`src/sv/osdtg_pkg.sv`:
```
`timescale 1ns / 1ps
// ----------------------------------------------------------------------------
// osdtg_pkg: shared types and constants for the osd text glyph renderer
// Holds beat formats, register map, font geometry and the controller types.
// ----------------------------------------------------------------------------
package osdtg_pkg;

  // font geometry
  localparam int FIRST_CHAR      = 32;
  localparam int GLYPH_COUNT     = 96;
  localparam int BYTES_PER_GLYPH = 16;
  localparam int LINE_GAP        = 1;
  localparam int CHAR_GAP        = 1;
  localparam int DEFAULT_GLYPH   = 63;
  localparam int STORE_BYTES     = GLYPH_COUNT * BYTES_PER_GLYPH;
  localparam int STORE_AW        = $clog2(STORE_BYTES);
  localparam int GIDX_W          = ($clog2(GLYPH_COUNT) > 0) ? $clog2(GLYPH_COUNT) : 1;
  localparam int INK_ENTRIES     = 16;

  // signed width for screen geometry arithmetic
  localparam int GEO_W = 16;

  // apb register port
  localparam int APB_AW = 5;
  localparam int APB_DW = 32;

  // character codes
  localparam logic [7:0] CHAR_NL     = 8'h0a;
  localparam logic [7:0] CHAR_BEL    = 8'h07;
  localparam logic [7:0] CHAR_SPACE  = 8'h20;
  localparam logic [7:0] ESC_FREEZE  = 8'h30;
  localparam logic [7:0] ESC_THAW    = 8'h31;
  localparam logic [7:0] ESC_RESTORE = 8'h58;

  // item function codes
  typedef enum logic [1:0] {
    FN_START     = 2'd0,
    FN_CHAR      = 2'd1,
    FN_LOAD_FONT = 2'd2,
    FN_LOAD_INK  = 2'd3
  } func_e;

  // register indexes
  typedef enum logic [2:0] {
    REG_CLIP_LEFT   = 3'd0,
    REG_CLIP_TOP    = 3'd1,
    REG_CLIP_SPAN_X = 3'd2,
    REG_CLIP_SPAN_Y = 3'd3,
    REG_BASE_WIDTH  = 3'd4,
    REG_GLYPH_ROWS  = 3'd5,
    REG_FIXED_PITCH = 3'd6
  } reg_e;

  // input beat
  typedef struct packed {
    logic [1:0]         func;
    logic signed [11:0] pen_start_x;
    logic signed [11:0] pen_start_y;
    logic [7:0]         item_byte;
    logic [11:0]        load_addr;
  } item_t;

  // output beat
  typedef struct packed {
    logic [11:0] row_line;
    logic [11:0] row_col;
    logic [7:0]  pixel_mask;
    logic [7:0]  ink;
    logic        last_row;
  } row_t;

  // configuration registers
  typedef struct packed {
    logic [11:0] clip_left;
    logic [11:0] clip_top;
    logic [12:0] clip_span_x;
    logic [12:0] clip_span_y;
    logic [3:0]  glyph_base_width;
    logic [3:0]  glyph_rows;
    logic        fixed_pitch;
  } cfg_t;

  // controller states
  typedef enum logic [2:0] {
    S_IDLE,
    S_EXEC,
    S_HDR,
    S_GEOM,
    S_PRIME,
    S_ROW
  } state_e;

  // controller to datapath
  typedef struct packed {
    logic latch;
    logic exec;
    logic hdr;
    logic geom;
    logic prime;
    logic emit;
  } cmd_t;

  // datapath to controller
  typedef struct packed {
    logic glyph;
    logic drawable;
    logic out_free;
    logic last;
    logic rows_left;
  } sts_t;

  // escape letter lookup result
  typedef struct packed {
    logic       hit;
    logic [3:0] idx;
  } ink_hit_t;

  // escape letter to colour table entry
  function automatic ink_hit_t ink_lookup(input logic [7:0] code);
    ink_hit_t r;
    r.hit = 1'b1;
    r.idx = 4'd0;
    case (code)
      "k": r.idx = 4'd0;
      "b": r.idx = 4'd1;
      "r": r.idx = 4'd2;
      "m": r.idx = 4'd3;
      "g": r.idx = 4'd4;
      "c": r.idx = 4'd5;
      "y": r.idx = 4'd6;
      "w": r.idx = 4'd7;
      "K": r.idx = 4'd8;
      "B": r.idx = 4'd9;
      "R": r.idx = 4'd10;
      "M": r.idx = 4'd11;
      "G": r.idx = 4'd12;
      "C": r.idx = 4'd13;
      "Y": r.idx = 4'd14;
      "W": r.idx = 4'd15;
      default: r.hit = 1'b0;
    endcase
    return r;
  endfunction

  // character code to glyph number, out of range codes use the default glyph
  function automatic logic [GIDX_W-1:0] glyph_index(input logic [7:0] code);
    logic [GIDX_W-1:0] idx;
    if (int'(code) >= FIRST_CHAR && int'(code) <= FIRST_CHAR + GLYPH_COUNT - 1) begin
      idx = GIDX_W'(int'(code) - FIRST_CHAR);
    end else begin
      idx = GIDX_W'(DEFAULT_GLYPH - FIRST_CHAR);
    end
    return idx;
  endfunction

endpackage

```
`src/sv/osdtg_ctrl.sv`:
```
`timescale 1ns / 1ps
// ----------------------------------------------------------------------------
// osdtg_ctrl: sequencing state machine
// Steps one item through execute and, for a glyph, header read, geometry, prime and row emission.
// ----------------------------------------------------------------------------
module osdtg_ctrl (
  input  logic                clk,
  input  logic                rst,
  input  logic                item_valid,
  output logic                item_stall,
  input  osdtg_pkg::sts_t     st,
  output osdtg_pkg::cmd_t     cmd
);

  osdtg_pkg::state_e state;
  osdtg_pkg::state_e state_next;

  // state register
  always_ff @(posedge clk) begin
    if (rst) begin
      state <= osdtg_pkg::S_IDLE;
    end else begin
      state <= state_next;
    end
  end

  // next state
  always_comb begin
    state_next = state;
    case (state)
      osdtg_pkg::S_IDLE:  if (item_valid) state_next = osdtg_pkg::S_EXEC;
      osdtg_pkg::S_EXEC:  state_next = st.glyph ? osdtg_pkg::S_HDR : osdtg_pkg::S_IDLE;
      osdtg_pkg::S_HDR:   state_next = osdtg_pkg::S_GEOM;
      osdtg_pkg::S_GEOM:  state_next = osdtg_pkg::S_PRIME;
      osdtg_pkg::S_PRIME: state_next = st.drawable ? osdtg_pkg::S_ROW : osdtg_pkg::S_IDLE;
      osdtg_pkg::S_ROW:   if (st.out_free && st.last) state_next = osdtg_pkg::S_IDLE;
      default:            state_next = osdtg_pkg::S_IDLE;
    endcase
  end

  // outputs
  always_comb begin
    item_stall = (state != osdtg_pkg::S_IDLE);
    cmd        = '0;
    case (state)
      osdtg_pkg::S_IDLE:  cmd.latch = item_valid;
      osdtg_pkg::S_EXEC:  cmd.exec  = 1'b1;
      osdtg_pkg::S_HDR:   cmd.hdr   = 1'b1;
      osdtg_pkg::S_GEOM:  cmd.geom  = 1'b1;
      osdtg_pkg::S_PRIME: cmd.prime = 1'b1;
      osdtg_pkg::S_ROW:   cmd.emit  = st.out_free;
      default:            cmd       = '0;
    endcase
  end

`ifndef SYNTHESIS
  // an accepted item is executed in the next cycle
  a_accept_exec: assert property (@(posedge clk) disable iff (rst)
    (item_valid && !item_stall) |=> (state == osdtg_pkg::S_EXEC))
    else $error("accepted item not executed");

  // final row write returns to idle
  a_last_idle: assert property (@(posedge clk) disable iff (rst)
    (state == osdtg_pkg::S_ROW && st.out_free && st.last) |=> (state == osdtg_pkg::S_IDLE))
    else $error("no return to idle after final row");

  // row emission only with rows outstanding
  a_row_count: assert property (@(posedge clk) disable iff (rst)
    (state == osdtg_pkg::S_ROW) |-> st.rows_left)
    else $error("row state with no rows left");
`endif

endmodule

```
`config.mk`:
```
export PLATFORM = sky130hd
export DESIGN_NAME = osdtg_ctrl
export DESIGN_NICKNAME = d
export VERILOG_FILES = /design/src/sv/osdtg_pkg.sv /design/src/sv/osdtg_ctrl.sv
export SDC_FILE = /design/constraint.sdc
export NUM_CORES = 1
export LEC_CHECK = 0
export BUFFER_PORTS_ARGS = -buffer_cell sky130_fd_sc_hd__buf_2
export CORE_AREA = 2 2 39 41
export CTS_BUF_LIST = sky130_fd_sc_hd__clkbuf_8
export DETAILED_ROUTE_END_ITERATION = 12
export DIE_AREA = 0 0 41 43
export PLACE_DENSITY = 0.4
export SLEW_MARGIN = 10
export SYNTH_ARGS = -nofsm -noshare
export SYNTH_HDL_FRONTEND = slang
export SYNTH_SLANG_ARGS = --single-unit
```
`constraint.sdc`:
```
create_clock -name clk -period 1.5 [get_ports clk]
set_clock_uncertainty 0.05 [all_clocks]
set_input_delay 0.3 -clock clk [delete_from_list [all_inputs] [get_ports clk]]
set_output_delay 0.3 -clock clk [all_outputs]
set_load 0.05 [all_outputs]
```
==> metrics.cfg <==
[grt]
overflow = 0
grt_max_degree = 9
grt_use_total_pct = 8.32
grt_pass1_vias = 230
grt_pass1_wl_um = 931
antenna_found_initial = 0

[route]
avgViaCountPerCell = 4.03
drt_iter0_markers = 3
drc = 0
drt-total-wl_um = 574
ant_nets = 0
wire_per_inst_um = 9.41
drtPass1Iterations = 4
via_count = 246

[hold_path]
min_path_cells = 2
holdCritPathClass = in2reg
whs_endpoint = state[2]$_SDFFE_PP0P_
hp-start = rst

[final_layout]
multi_input_area_um2 = 164
nets = 54
layout-drive-gt1-share_pct = 64.4
regArea_um2 = 61.3
fillers = 151
fin_cells = 61
area_growth_pct = 110
final_common_cell = buf_2
antennaDiodeCount = 0
largest-register = state
stdcell_area_um2 = 427
largest_reg_flops = 3
final_cell_mix = buf_2 (7), buf_6 (6), nor2_1 (4), buf_4 (4), clkbuf_8 (3)
reg.largest.list = state (3)

[placement]
dp_slack_ns = 0.106
placed_cells = 57
port_buffers = 13
placed_area_um2 = 328
place_congestion = 0.631
dpl.hpwl_um = 449

[yosys]
yosysSeqAreaShare_pct = 29.6
syn-cell-area_um2 = 203
synthDistinctLibCells = 16
syn_nets = 33
syn_inst = 25
post_synth.cell_area_avg_um2 = 8.11
ys_ff_latch = 3
ys_warn_count = 0

[critical_path]
r2r-end = state[2]$_SDFFE_PP0P_
cp-start-kind = register
crit_fanout = 3
criticalPathCategory = reg2out
worstReg2RegStart = state[2]$_SDFFE_PP0P_
rrSetupSlack_ns = 0.36
r2r_cells = 4
worstPathArrival_ns = 1.17
crit_required_ns = 1.15
end_kind = primary output

[power_and_ir_drop]
vdd_drop_max_uv = 519
p_leak_nw = 0.194
power_density_mw_per_mm2 = 988
p_total_mw = 0.422
clkPwrFrac_pct = 53.6
power.net_switching_mw = 0.120
power_frac_comb_pct = 25.9
p_sw_share_pct = 28.4
pwr-share-seq_pct = 20.4
internal-power_mw = 0.302

[timing]
slew_headroom_pct = 83.7
fin_crit_ns = 1.52
worst_pin_slew_ns = 0.246
setup_ws_ns = -0.0166
period_share_pct = 101
hold_violations = 0
setup_viol = 1
tns_ns = -0.0166
max_freq_mhz = 659
rsz0062_at_grt = true
finalMaxSlewViolations = 0

[cts]
clockBufferDepth = 2
h-tree-depth = 1
cts_root_buf = clkbuf_8
cts_made_buffers = 3
cts_sinks = 3
cts_tree = yes
path_clk_slew_ns = 0.03
clk_latency_ns = 0.22
ctsHoldBuffers = 0

[run_status]
violations = negative setup slack
status = complete, but fails checks

[floorplan]
die_w_um = 41
start_util_pct = 14.6
die_h_um = 43
ios = 15
core_area_mm2 = 0.00138
rows = 14
fp.dieArea_mm2 = 0.00176

[job]
maxCapViolations = 0

cell type report:
class                      instances  share of cell area, %
multi-input combinational         20                   38.4
clock buffer                       3                   9.68
sequential                         3                   14.4
timing repair buffer              17                   31.1
clock inverter                     1                  0.880
inverter                           1                  0.880
tap                               16                   4.69
Yosys cell counts, drive strengths merged:
cell type	number	area [um^2]
nor2	6	22.5
buf	1	7.51
and4b	1	11.3
a31oi	1	6.26
and2	1	6.26
nand2	2	7.51
or3	1	11.3
o2bb2ai	1	8.76
and3b	1	10.0
nor3b	2	15.0
o22ai	1	6.26
a21oi	1	5.00
dfxtp	3	60.1
nand4b	1	8.76
a211oi	1	12.5
inv	1	3.75
cell families after synthesis:
logic type / Yosys count / synth area share (%)
AO/OA/AOI/OAI: 5 / 19.1
buffers and inverters: 2 / 5.56
flip-flops: 3 / 29.6
AND/OR/NAND/NOR: 15 / 45.7
worst max path at each step:
stage / from / endpoint / slack [ns] / depth (start not counted)
floorplan: state[2]$_SDFFE_PP0P_ / cmd[5] / -0.009 / 3
global placement: state[0]$_SDFFE_PP0P_ / cmd[5] / 0.11 / 3
detailed placement: state[0]$_SDFFE_PP0P_ / cmd[5] / 0.11 / 3
CTS: state[1]$_SDFFE_PP0P_ / cmd[5] / -0.03 / 3
global route: state[1]$_SDFFE_PP0P_ / cmd[5] / -0.06 / 3
finish: state[1]$_SDFFE_PP0P_ / cmd[5] / -0.02 / 3
worst max-delay path: stages (launching register included):
cell,delay (ns)
dfxtp_1,0.30
or3_4,0.41
nor2_4,0.09
buf_6,0.16
timing repair:
action | CTS | global route
pin swaps | 1 | 0
endpoints found under the setup margin | 7 | 6
resized for setup | 8 | 8
hold endpoints to repair | 0 | 0
setup buffers | 0 | 0
through the flow:
step	hold WS, ns	util [%]
floorplan	0.315	-
global placement	0.477	23.7
detailed placement	0.477	23.7
CTS	0.244	28.4
global route	0.258	30.8
finish	0.247	30.8
power by group through the flow:
stage / Sequential (mW) / Combinational, mW / Clock (mW)
after floorplan: 0.0903 / 0.0631 / 0
after global placement: 0.0871 / 0.0949 / 0
after detailed placement: 0.0872 / 0.0950 / 0
after CTS: 0.0862 / 0.102 / 0.235
after global routing: 0.0866 / 0.117 / 0.245
final: 0.0862 / 0.109 / 0.226
layer usage:
metal	track usage, %	share of wire, %	up-vias
li1	-	-	130
met1	9.94	41	109
met3	6.28	5.7	0
met2	10.6	53	7
met5	0	0	-
met4	4.00	0	0
(Power assumes the default switching activity.)
