### config.mk
export PLATFORM = sky130hd
export DESIGN_NAME = osdtg_regs
export DESIGN_NICKNAME = d
export VERILOG_FILES = /design/src/sv/osdtg_pkg.sv /design/src/sv/osdtg_regs.sv
export SDC_FILE = /design/constraint.sdc
export NUM_CORES = 1
export LEC_CHECK = 0
export ABC_AREA = 1
export ABC_CLOCK_PERIOD_IN_PS = 950
export BUFFER_PORTS_ARGS = -buffer_cell sky130_fd_sc_hd__clkbuf_2
export CAP_MARGIN = 5
export CORE_UTILIZATION = 43
export CTS_CLUSTER_SIZE = 40
export DETAILED_ROUTE_END_ITERATION = 8
export GPL_TIMING_DRIVEN = 0
export HOLD_SLACK_MARGIN = 0.06
export PLACE_DENSITY = 0.76
export SLEW_MARGIN = 20
export SYNTH_ARGS = -nofsm -noshare
export SYNTH_HDL_FRONTEND = slang
export SYNTH_SLANG_ARGS = --single-unit
export TNS_END_PERCENT = 5
### constraint.sdc
create_clock -name clk -period 0.95 [get_ports clk]
set_clock_uncertainty 0.05 [all_clocks]
set_input_delay 0.0475 -clock clk [delete_from_list [all_inputs] [get_ports clk]]
set_output_delay 0.0475 -clock clk [all_outputs]
set_load 0.005 [all_outputs]
### src/sv/osdtg_pkg.sv
`timescale 1ns / 1ps
// ----------------------------------------------------------------------------
// osdtg_pkg: shared types and constants for the osd text glyph renderer
// Holds beat formats, register map, font geometry and the controller types.
// ----------------------------------------------------------------------------
package osdtg_pkg;

  // font geometry
  localparam int FIRST_CHAR      = 32;
  localparam int GLYPH_COUNT     = 96;
  localparam int BYTES_PER_GLYPH = 16;
  localparam int LINE_GAP        = 1;
  localparam int CHAR_GAP        = 1;
  localparam int DEFAULT_GLYPH   = 63;
  localparam int STORE_BYTES     = GLYPH_COUNT * BYTES_PER_GLYPH;
  localparam int STORE_AW        = $clog2(STORE_BYTES);
  localparam int GIDX_W          = ($clog2(GLYPH_COUNT) > 0) ? $clog2(GLYPH_COUNT) : 1;
  localparam int INK_ENTRIES     = 16;

  // signed width for screen geometry arithmetic
  localparam int GEO_W = 16;

  // apb register port
  localparam int APB_AW = 5;
  localparam int APB_DW = 32;

  // character codes
  localparam logic [7:0] CHAR_NL     = 8'h0a;
  localparam logic [7:0] CHAR_BEL    = 8'h07;
  localparam logic [7:0] CHAR_SPACE  = 8'h20;
  localparam logic [7:0] ESC_FREEZE  = 8'h30;
  localparam logic [7:0] ESC_THAW    = 8'h31;
  localparam logic [7:0] ESC_RESTORE = 8'h58;

  // item function codes
  typedef enum logic [1:0] {
    FN_START     = 2'd0,
    FN_CHAR      = 2'd1,
    FN_LOAD_FONT = 2'd2,
    FN_LOAD_INK  = 2'd3
  } func_e;

  // register indexes
  typedef enum logic [2:0] {
    REG_CLIP_LEFT   = 3'd0,
    REG_CLIP_TOP    = 3'd1,
    REG_CLIP_SPAN_X = 3'd2,
    REG_CLIP_SPAN_Y = 3'd3,
    REG_BASE_WIDTH  = 3'd4,
    REG_GLYPH_ROWS  = 3'd5,
    REG_FIXED_PITCH = 3'd6
  } reg_e;

  // input beat
  typedef struct packed {
    logic [1:0]         func;
    logic signed [11:0] pen_start_x;
    logic signed [11:0] pen_start_y;
    logic [7:0]         item_byte;
    logic [11:0]        load_addr;
  } item_t;

  // output beat
  typedef struct packed {
    logic [11:0] row_line;
    logic [11:0] row_col;
    logic [7:0]  pixel_mask;
    logic [7:0]  ink;
    logic        last_row;
  } row_t;

  // configuration registers
  typedef struct packed {
    logic [11:0] clip_left;
    logic [11:0] clip_top;
    logic [12:0] clip_span_x;
    logic [12:0] clip_span_y;
    logic [3:0]  glyph_base_width;
    logic [3:0]  glyph_rows;
    logic        fixed_pitch;
  } cfg_t;

  // controller states
  typedef enum logic [2:0] {
    S_IDLE,
    S_EXEC,
    S_HDR,
    S_GEOM,
    S_PRIME,
    S_ROW
  } state_e;

  // controller to datapath
  typedef struct packed {
    logic latch;
    logic exec;
    logic hdr;
    logic geom;
    logic prime;
    logic emit;
  } cmd_t;

  // datapath to controller
  typedef struct packed {
    logic glyph;
    logic drawable;
    logic out_free;
    logic last;
    logic rows_left;
  } sts_t;

  // escape letter lookup result
  typedef struct packed {
    logic       hit;
    logic [3:0] idx;
  } ink_hit_t;

  // escape letter to colour table entry
  function automatic ink_hit_t ink_lookup(input logic [7:0] code);
    ink_hit_t r;
    r.hit = 1'b1;
    r.idx = 4'd0;
    case (code)
      "k": r.idx = 4'd0;
      "b": r.idx = 4'd1;
      "r": r.idx = 4'd2;
      "m": r.idx = 4'd3;
      "g": r.idx = 4'd4;
      "c": r.idx = 4'd5;
      "y": r.idx = 4'd6;
      "w": r.idx = 4'd7;
      "K": r.idx = 4'd8;
      "B": r.idx = 4'd9;
      "R": r.idx = 4'd10;
      "M": r.idx = 4'd11;
      "G": r.idx = 4'd12;
      "C": r.idx = 4'd13;
      "Y": r.idx = 4'd14;
      "W": r.idx = 4'd15;
      default: r.hit = 1'b0;
    endcase
    return r;
  endfunction

  // character code to glyph number, out of range codes use the default glyph
  function automatic logic [GIDX_W-1:0] glyph_index(input logic [7:0] code);
    logic [GIDX_W-1:0] idx;
    if (int'(code) >= FIRST_CHAR && int'(code) <= FIRST_CHAR + GLYPH_COUNT - 1) begin
      idx = GIDX_W'(int'(code) - FIRST_CHAR);
    end else begin
      idx = GIDX_W'(DEFAULT_GLYPH - FIRST_CHAR);
    end
    return idx;
  endfunction

endpackage

### src/sv/osdtg_regs.sv
`timescale 1ns / 1ps
// ----------------------------------------------------------------------------
// osdtg_regs: configuration register block
// APB-style write and readback of the clip window and font geometry.
// ----------------------------------------------------------------------------
module osdtg_regs (
  input  logic                        clk,
  input  logic                        rst,
  input  logic                        psel,
  input  logic                        penable,
  input  logic                        pwrite,
  input  logic [osdtg_pkg::APB_AW-1:0] paddr,
  input  logic [osdtg_pkg::APB_DW-1:0] pwdata,
  output logic [osdtg_pkg::APB_DW-1:0] prdata,
  output logic                        pready,
  output osdtg_pkg::cfg_t             cfg
);

  logic       wr;
  logic [2:0] ridx;

  assign pready = 1'b1;
  assign wr     = psel && penable && pwrite;
  assign ridx   = paddr[4:2];

  // register writes
  always_ff @(posedge clk) begin
    if (rst) begin
      cfg.clip_left        <= '0;
      cfg.clip_top         <= '0;
      cfg.clip_span_x      <= 13'd4096;
      cfg.clip_span_y      <= 13'd4096;
      cfg.glyph_base_width <= 4'd6;
      cfg.glyph_rows       <= 4'd9;
      cfg.fixed_pitch      <= 1'b0;
    end else if (wr) begin
      case (ridx)
        osdtg_pkg::REG_CLIP_LEFT:   cfg.clip_left        <= pwdata[11:0];
        osdtg_pkg::REG_CLIP_TOP:    cfg.clip_top         <= pwdata[11:0];
        osdtg_pkg::REG_CLIP_SPAN_X: cfg.clip_span_x      <= pwdata[12:0];
        osdtg_pkg::REG_CLIP_SPAN_Y: cfg.clip_span_y      <= pwdata[12:0];
        osdtg_pkg::REG_BASE_WIDTH:  cfg.glyph_base_width <= pwdata[3:0];
        osdtg_pkg::REG_GLYPH_ROWS:  cfg.glyph_rows       <= pwdata[3:0];
        osdtg_pkg::REG_FIXED_PITCH: cfg.fixed_pitch      <= pwdata[0];
        default: ;
      endcase
    end
  end

  // readback
  always_comb begin
    prdata = '0;
    case (ridx)
      osdtg_pkg::REG_CLIP_LEFT:   prdata = osdtg_pkg::APB_DW'(cfg.clip_left);
      osdtg_pkg::REG_CLIP_TOP:    prdata = osdtg_pkg::APB_DW'(cfg.clip_top);
      osdtg_pkg::REG_CLIP_SPAN_X: prdata = osdtg_pkg::APB_DW'(cfg.clip_span_x);
      osdtg_pkg::REG_CLIP_SPAN_Y: prdata = osdtg_pkg::APB_DW'(cfg.clip_span_y);
      osdtg_pkg::REG_BASE_WIDTH:  prdata = osdtg_pkg::APB_DW'(cfg.glyph_base_width);
      osdtg_pkg::REG_GLYPH_ROWS:  prdata = osdtg_pkg::APB_DW'(cfg.glyph_rows);
      osdtg_pkg::REG_FIXED_PITCH: prdata = osdtg_pkg::APB_DW'(cfg.fixed_pitch);
      default:                    prdata = '0;
    endcase
  end

endmodule

==> impl_metrics.py, run 1 <==
metrics = {
    "grt": {
        "top_usage_layer": "met2",
        "grt_pass1_wl_um": 15100,
        "overflow": 0,
        "grt_pass1_vias": 3026,
        "track_usage": 0.260,
        "antenna_found_initial": 0,
        "use_met3": 0.0330,
        "grt_use_met1": 0.348,
        "grt_max_degree": 12,
        "grt_util_met2": 0.427,
    },
    "setup_path": {
        "setup.worst_path.class": "flop to primary output",
        "path_buf_inv": 1,
        "cpMaxStageDelayCell": "dfxtp_2",
        "cpLargestDelayFamily": "simple AND/OR/NAND/NOR gates",
        "worst_path_most_repeated_cell": "nand2_1",
        "path_cells": "nand4_1 -> nand2_1 -> nor2_2 -> nand2_1 -> clkbuf_2",
        "arrival_ns": 1.21,
        "cp-end-kind": "primary output",
        "critPathMaxStageDelay_ns": 0.34,
        "worstPathMaxFanout": 3,
        "startpoint_type": "flop",
        "critPathRequiredTime_ns": 0.85,
    },
    "detailed_routing": {
        "dr.pass1.iters": 4,
        "viasPerCell": 4.73,
        "drt_first_iter_violations": 285,
        "drc": 0,
        "wirelength_um": 9970,
        "drtAntennaViolNets": 0,
        "wire_per_inst_um": 13.4,
        "via_count": 3506,
    },
    "placed_design": {
        "gp_congestion": 0.926,
        "place_ws_ns": -0.411,
        "io_buffers": 91,
        "dp_hpwl_um": 7140,
    },
    "layout": {
        "n_antenna_cell": 0,
        "drive_gt1_frac": 0.346,
        "regMostFlops": "cfg",
        "multiInputGateArea_um2": 1650,
        "largest_register_ffs": 59,
        "layout.area.seq_um2": 1230,
        "num-fill-cells": 675,
        "top_regs": "cfg x59",
        "fin_nets": 682,
        "fin_util": 0.619,
        "syn_to_final_growth_pct": 35.5,
    },
    "clock_tree": {
        "clk_latency_ns": 0.34,
        "cts_setup_buffers": 0,
        "ctsRootBufferMaster": "clkbuf_8",
        "cts_tree": "built",
        "cts_buffers": 9,
        "clock_path_buffers": 2,
        "htree_levels": 3,
        "cts_num_sinks": 59,
        "clkTransAtPathRegs_ns": 0.07,
    },
    "synth": {
        "synth_cells": 505,
        "syn-cell-area_um2": 3180,
        "ys_ff_latch": 59,
        "synth.avg_cell_area_um2": 6.29,
        "synth_cell_types": 23,
        "synth_seq_area_share": 0.372,
        "synth_warnings": 0,
    },
    "timing": {
        "finalMaxSlewViolations": 0,
        "rsz0062_at_grt": "yes",
        "finalHoldViolCount": 0,
        "min_period_over_period": 1.38,
        "whs_ns": 0.0871,
        "finalSetupViolations": 13,
        "fin_tns_setup_ns": -3.19,
        "setup_ws_ns": -0.359,
        "max_freq_mhz": 764,
        "period_needed_ns": 1.31,
        "worstMarginPinSlew_ns": 0.604,
        "slew_headroom": 0.598,
    },
    "die": {
        "die-area_um2": 7730,
        "dieWidth_um": 87.9,
        "boundaryPins": 134,
        "die_height_um": 87.9,
        "core_um2": 6940,
        "initial_utilization": 0.457,
        "num_rows": 30,
    },
    "power": {
        "cellPowerDensity_nw_per_um2": 1300,
        "pwr-share-clk": 0.418,
        "p_total_mw": 5.60,
        "p_seq_frac": 0.453,
        "p_int_mw": 4.08,
        "total_leakage_power_nw": 2.20,
        "peakVddDrop_v": 0.000772,
        "switchingPower_mw": 1.51,
        "swShare": 0.271,
        "p_comb_frac": 0.129,
    },
    "outcome": {
        "violations": "setup timing",
        "status": "finished with violations",
    },
    "flow_run": {
        "cap_violations": 0,
    },
    "min_path": {
        "hp-class": "input pin to flop",
    },
}
## worst reg2reg max path: cells and delay by family, from the launching register on
| family | cells | cell delay, ns |
|---|---|---|
| and+or+nand+nor | 2 | 0.20 |
| DFF | 1 | 0.34 |
## layout make-up
type	instances	share of cell area
plain buffers	47	0.0814
clock buffers	10	0.0320
clock inverters	6	0.0148
inverters	37	0.0329
multi-input cells	381	0.384
flip-flops and latches	59	0.287
well taps	96	0.0279
repair buffers	105	0.140
## power by group through the flow
stage / Combinational, mW / Sequential, mW / Clock [mW]
global route: 0.791 / 2.54 / 2.47
floorplan: 0.416 / 2.59 / 0
detailed placement: 0.621 / 2.59 / 0
CTS: 0.683 / 2.53 / 2.33
global placement: 0.613 / 2.59 / 0
finish: 0.720 / 2.54 / 2.34
## cells in the mapped netlist
library cell,n,share of area
nand2_1,160,0.19
nor2_1,117,0.14
dfxtp_1,59,0.37
nand3_1,56,0.088
buf_4,27,0.064
inv_1,26,0.031
buf_2,9,0.014
nand4_1,8,0.016
clkinv_1,7,0.0083
clkbuf_1,6,0.0071
inv_2,4,0.0047
nor2_2,4,0.0079
nor2_4,4,0.014
o21ai_0,4,0.0063
buf_6,3,0.011
buf_1,2,0.0024
conb_1,2,0.0024
nand2_2,2,0.0039
a21oi_1,1,0.0016
nand2_4,1,0.0035
nand3_2,1,0.0032
nand3_4,1,0.0055
nor2_8,1,0.0063
## layout by cell type (no fill, tap or decap), types with 2 or more instances in the layout
master,netlist,layout
nor2_2,4,6
inv_2,4,7
clkinvlp_4,0,2
buf_4,27,30
clkbuf_1,6,3
dlygate4sd3_1,0,13
nand2_2,2,5
o21ai_0,4,4
nand2_1,160,157
inv_1,26,22
dfxtp_2,0,42
clkbuf_2,0,92
nand4_1,8,8
conb_1,2,20
buf_2,9,4
clkinv_1,7,7
dfxtp_1,59,17
buf_6,3,6
clkbuf_8,0,11
nor2_4,4,7
clkinv_2,0,2
nand3_1,56,56
nor2_1,117,113
## worst paths after layout
kind / slack (ns) / end / cells past startpoint / startpoint
max: -0.36 / prdata[3] / 5 / cfg[4]
min: 0.09 / cfg[41] / 6 / paddr[3]
max reg2reg: 0.25 / cfg[26] / 2 / cfg[26]
min reg2reg: 0.45 / cfg[17] / 2 / cfg[17]
## routing by layer
| metal | up-vias | wire [µm] |
|---|---|---|
| met2 | 149 | 4850 |
| met4 | 0 | 156 |
| met3 | 14 | 739 |
| li1 | 1772 | - |
| met5 | - | 0 |
| met1 | 1571 | 4220 |
## timing repair
action | CTS | global route
pin swaps | 0 | 1
cloned | 0 | 2
gates resized for setup | 23 | 55
hold buffers | 13 | 0
endpoints found under the hold margin | 25 | 0
endpoints found under the setup margin | 31 | 86
## cell families (layout without fill, tap and decap cells)
kind of cell	count (synthesis)	count (layout)	share of synthesized area
simple gates	355	356	0.476
buf+inv	84	205	0.142
flops	59	59	0.372
compound gates	5	5	0.00788
other cells	2	20	0.00236
## metrics by stage
stage	instances	cell area [µm²]
CTS	739	4210
global placement	710	3820
floorplan	523	3250
finish	741	4300
detailed placement	710	3820
global route	741	4300
No activity file was read; power rests on OpenSTA's default activity.
==> run 2, diff against run 1 <==
==> constraint.sdc (replaced) <==
create_clock -name clk -period 0.95 [get_ports clk]
set_clock_uncertainty 0.05 [all_clocks]
set_input_delay 0.0475 -clock clk [delete_from_list [all_inputs] [get_ports clk]]
set_output_delay 0.0475 -clock clk [all_outputs]
set_load 0.1 [all_outputs]
==> impl_metrics.py, run 2 (same netlist as run 1, synthesis figures left out) <==
metrics = {
    "outcome": {
        "status": "finished with violations",
        "violations": "setup timing",
    },
    "power": {
        "p_int_mw": 3.81,
        "p_seq_frac": 0.386,
        "total_leakage_power_nw": 2.88,
        "swShare": 0.390,
        "p_comb_frac": 0.291,
        "pwr-share-clk": 0.324,
        "peakVddDrop_v": 0.000748,
        "switchingPower_mw": 2.43,
        "cellPowerDensity_nw_per_um2": 969,
    },
    "setup_path": {
        "critPathMaxStageDelay_ns": 0.36,
        "startpoint_type": "flop",
        "path_buf_inv": 1,
        "arrival_ns": 1.37,
        "worstPathMaxFanout": 3,
        "cpMaxStageDelayCell": "dfxtp_4",
        "cpLargestDelayFamily": "simple AND/OR/NAND/NOR gates",
        "cp-end-kind": "primary output",
        "path_cells": "nand4_1 -> nand2_1 -> nor2_2 -> nand2_4 -> clkbuf_16",
        "critPathRequiredTime_ns": 0.85,
        "setup.worst_path.class": "flop to primary output",
    },
    "grt": {
        "track_usage": 0.371,
        "grt_pass1_wl_um": 21300,
        "overflow": 0,
        "antenna_found_initial": 0,
        "grt_max_degree": 11,
        "grt_pass1_vias": 4075,
    },
    "timing": {
        "slew_headroom": 0.538,
        "finalMaxSlewViolations": 0,
        "finalHoldViolCount": 0,
        "finalSetupViolations": 107,
        "period_needed_ns": 1.47,
        "worstMarginPinSlew_ns": 0.693,
        "setup_ws_ns": -0.520,
        "max_freq_mhz": 680,
        "min_period_over_period": 1.55,
        "rsz0062_at_grt": "yes",
    },
    "die": {
        "initial_utilization": 0.457,
        "dieWidth_um": 87.9,
        "num_rows": 30,
        "boundaryPins": 134,
        "die-area_um2": 7730,
        "core_um2": 6940,
        "die_height_um": 87.9,
    },
    "layout": {
        "drive_gt1_frac": 0.491,
        "final_cell_mix": "119 x nand2_1, 109 x nor2_1, 72 x clkbuf_16, 59 x dfxtp_4, 48 x nand3_1",
        "n_antenna_cell": 0,
        "fin_cells": 768,
        "fin_nets": 710,
        "top_regs": "cfg x59",
        "largest_register_ffs": 59,
        "syn_to_final_growth_pct": 103,
        "final_common_cell": "nand2_1",
        "fin_util": 0.927,
        "regMostFlops": "cfg",
    },
    "detailed_routing": {
        "drtAntennaViolNets": 0,
        "via_count": 4774,
        "dr.pass1.iters": 8,
        "viasPerCell": 6.22,
        "wire_per_inst_um": 24.6,
        "drc": 0,
        "drt_first_iter_violations": 878,
        "wirelength_um": 18900,
    },
    "flow_run": {
        "cap_violations": 0,
    },
    "clock_tree": {
        "cts_buffers": 9,
        "clock_path_buffers": 2,
        "clkTransAtPathRegs_ns": 0.07,
        "clk_latency_ns": 0.35,
        "ctsRootBufferMaster": "clkbuf_8",
        "cts_num_sinks": 59,
        "cts_tree": "built",
        "htree_levels": 3,
    },
    "placed_design": {
        "dp.cells": 710,
        "gp_congestion": 0.953,
        "io_buffers": 91,
        "dp_hpwl_um": 7100,
    },
    "min_path": {
        "hp-class": "input pin to flop",
    },
}
run 2: cell types whose count changed in the layout (fill, tap and decap cells not counted), moves of 15 or more:
cell,change
dfxtp_1,-17
buf_6,+20
nand2_1,-38
clkbuf_16,+72
nand2_2,+22
dfxtp_2,-42
clkbuf_2,-73
nand2_4,+15
dfxtp_4,+59
run 2: path summary, 6_finish.rpt:
kind | from | end | slack, ns | cells past startpoint
min | pwdata[8] | cfg[17] | 0.07 | 5
max reg2reg | cfg[31] | cfg[31] | -0.05 | 2
min reg2reg | cfg[2] | cfg[2] | 0.47 | 2
max | cfg[1] | prdata[0] | -0.52 | 5
run 2: worst register-to-register path: cells and delay by family (launching register included):
family	cells	cell delay, ns
simple gates	2	0.43
flops	1	0.37
run 2: area by class of cell:
cell class                      count  area, µm²
Timing Repair Buffer              134       2330
Fill cell                         213        507
Sequential cell                    59       1400
Clock buffer                       11        131
Clock inverter                      4       18.8
Buffer                             47        362
Tap cell                           96        120
Inverter                           37        164
Multi-Input combinational cell    380       1910
run 2: metrics by stage:
stage,power [mW],TNS [ns],cell area (µm²),hold WS [ns],worst slack [ns]
2_1_floorplan,3.55,-3.02,3600,0.123,-0.160
3_3_place_gp,3.74,-25.96,4170,0.228,-0.755
3_5_place_dp,3.75,-26.85,4170,0.232,-0.727
4_1_cts,5.83,-7.42,5980,0.0611,-0.422
5_1_grt,6.33,-16.56,6440,0.121,-0.659
6_report,6.24,-14.52,6440,0.0694,-0.520
run 2: metal layers:
metal / global-route usage / wire length, µm / share of wire
met1: 0.419 / 6270 / 0.33
met2: 0.612 / 8140 / 0.43
met3: 0.0924 / 2470 / 0.13
met4: 0.264 / 2020 / 0.11
met5: 0 / 0 / 0
run 2: power by group through the flow:
stage / logic [mW] / clock network [mW] / registers [mW]
floorplan: 0.873 / 0 / 2.67
global placement: 1.30 / 0 / 2.44
detailed placement: 1.31 / 0 / 2.44
CTS: 1.56 / 1.87 / 2.40
global route: 1.85 / 2.07 / 2.41
finish: 1.81 / 2.02 / 2.41
run 2: repair_timing:
item / in CTS / in global routing
hold buffers: 10 / 0
setup buffers: 7 / 23
resized for setup: 246 / 87
endpoints found under the setup margin: 99 / 121
pin swaps: 13 / 30
hold endpoints to repair: 23 / 0
gates cloned: 0 / 3
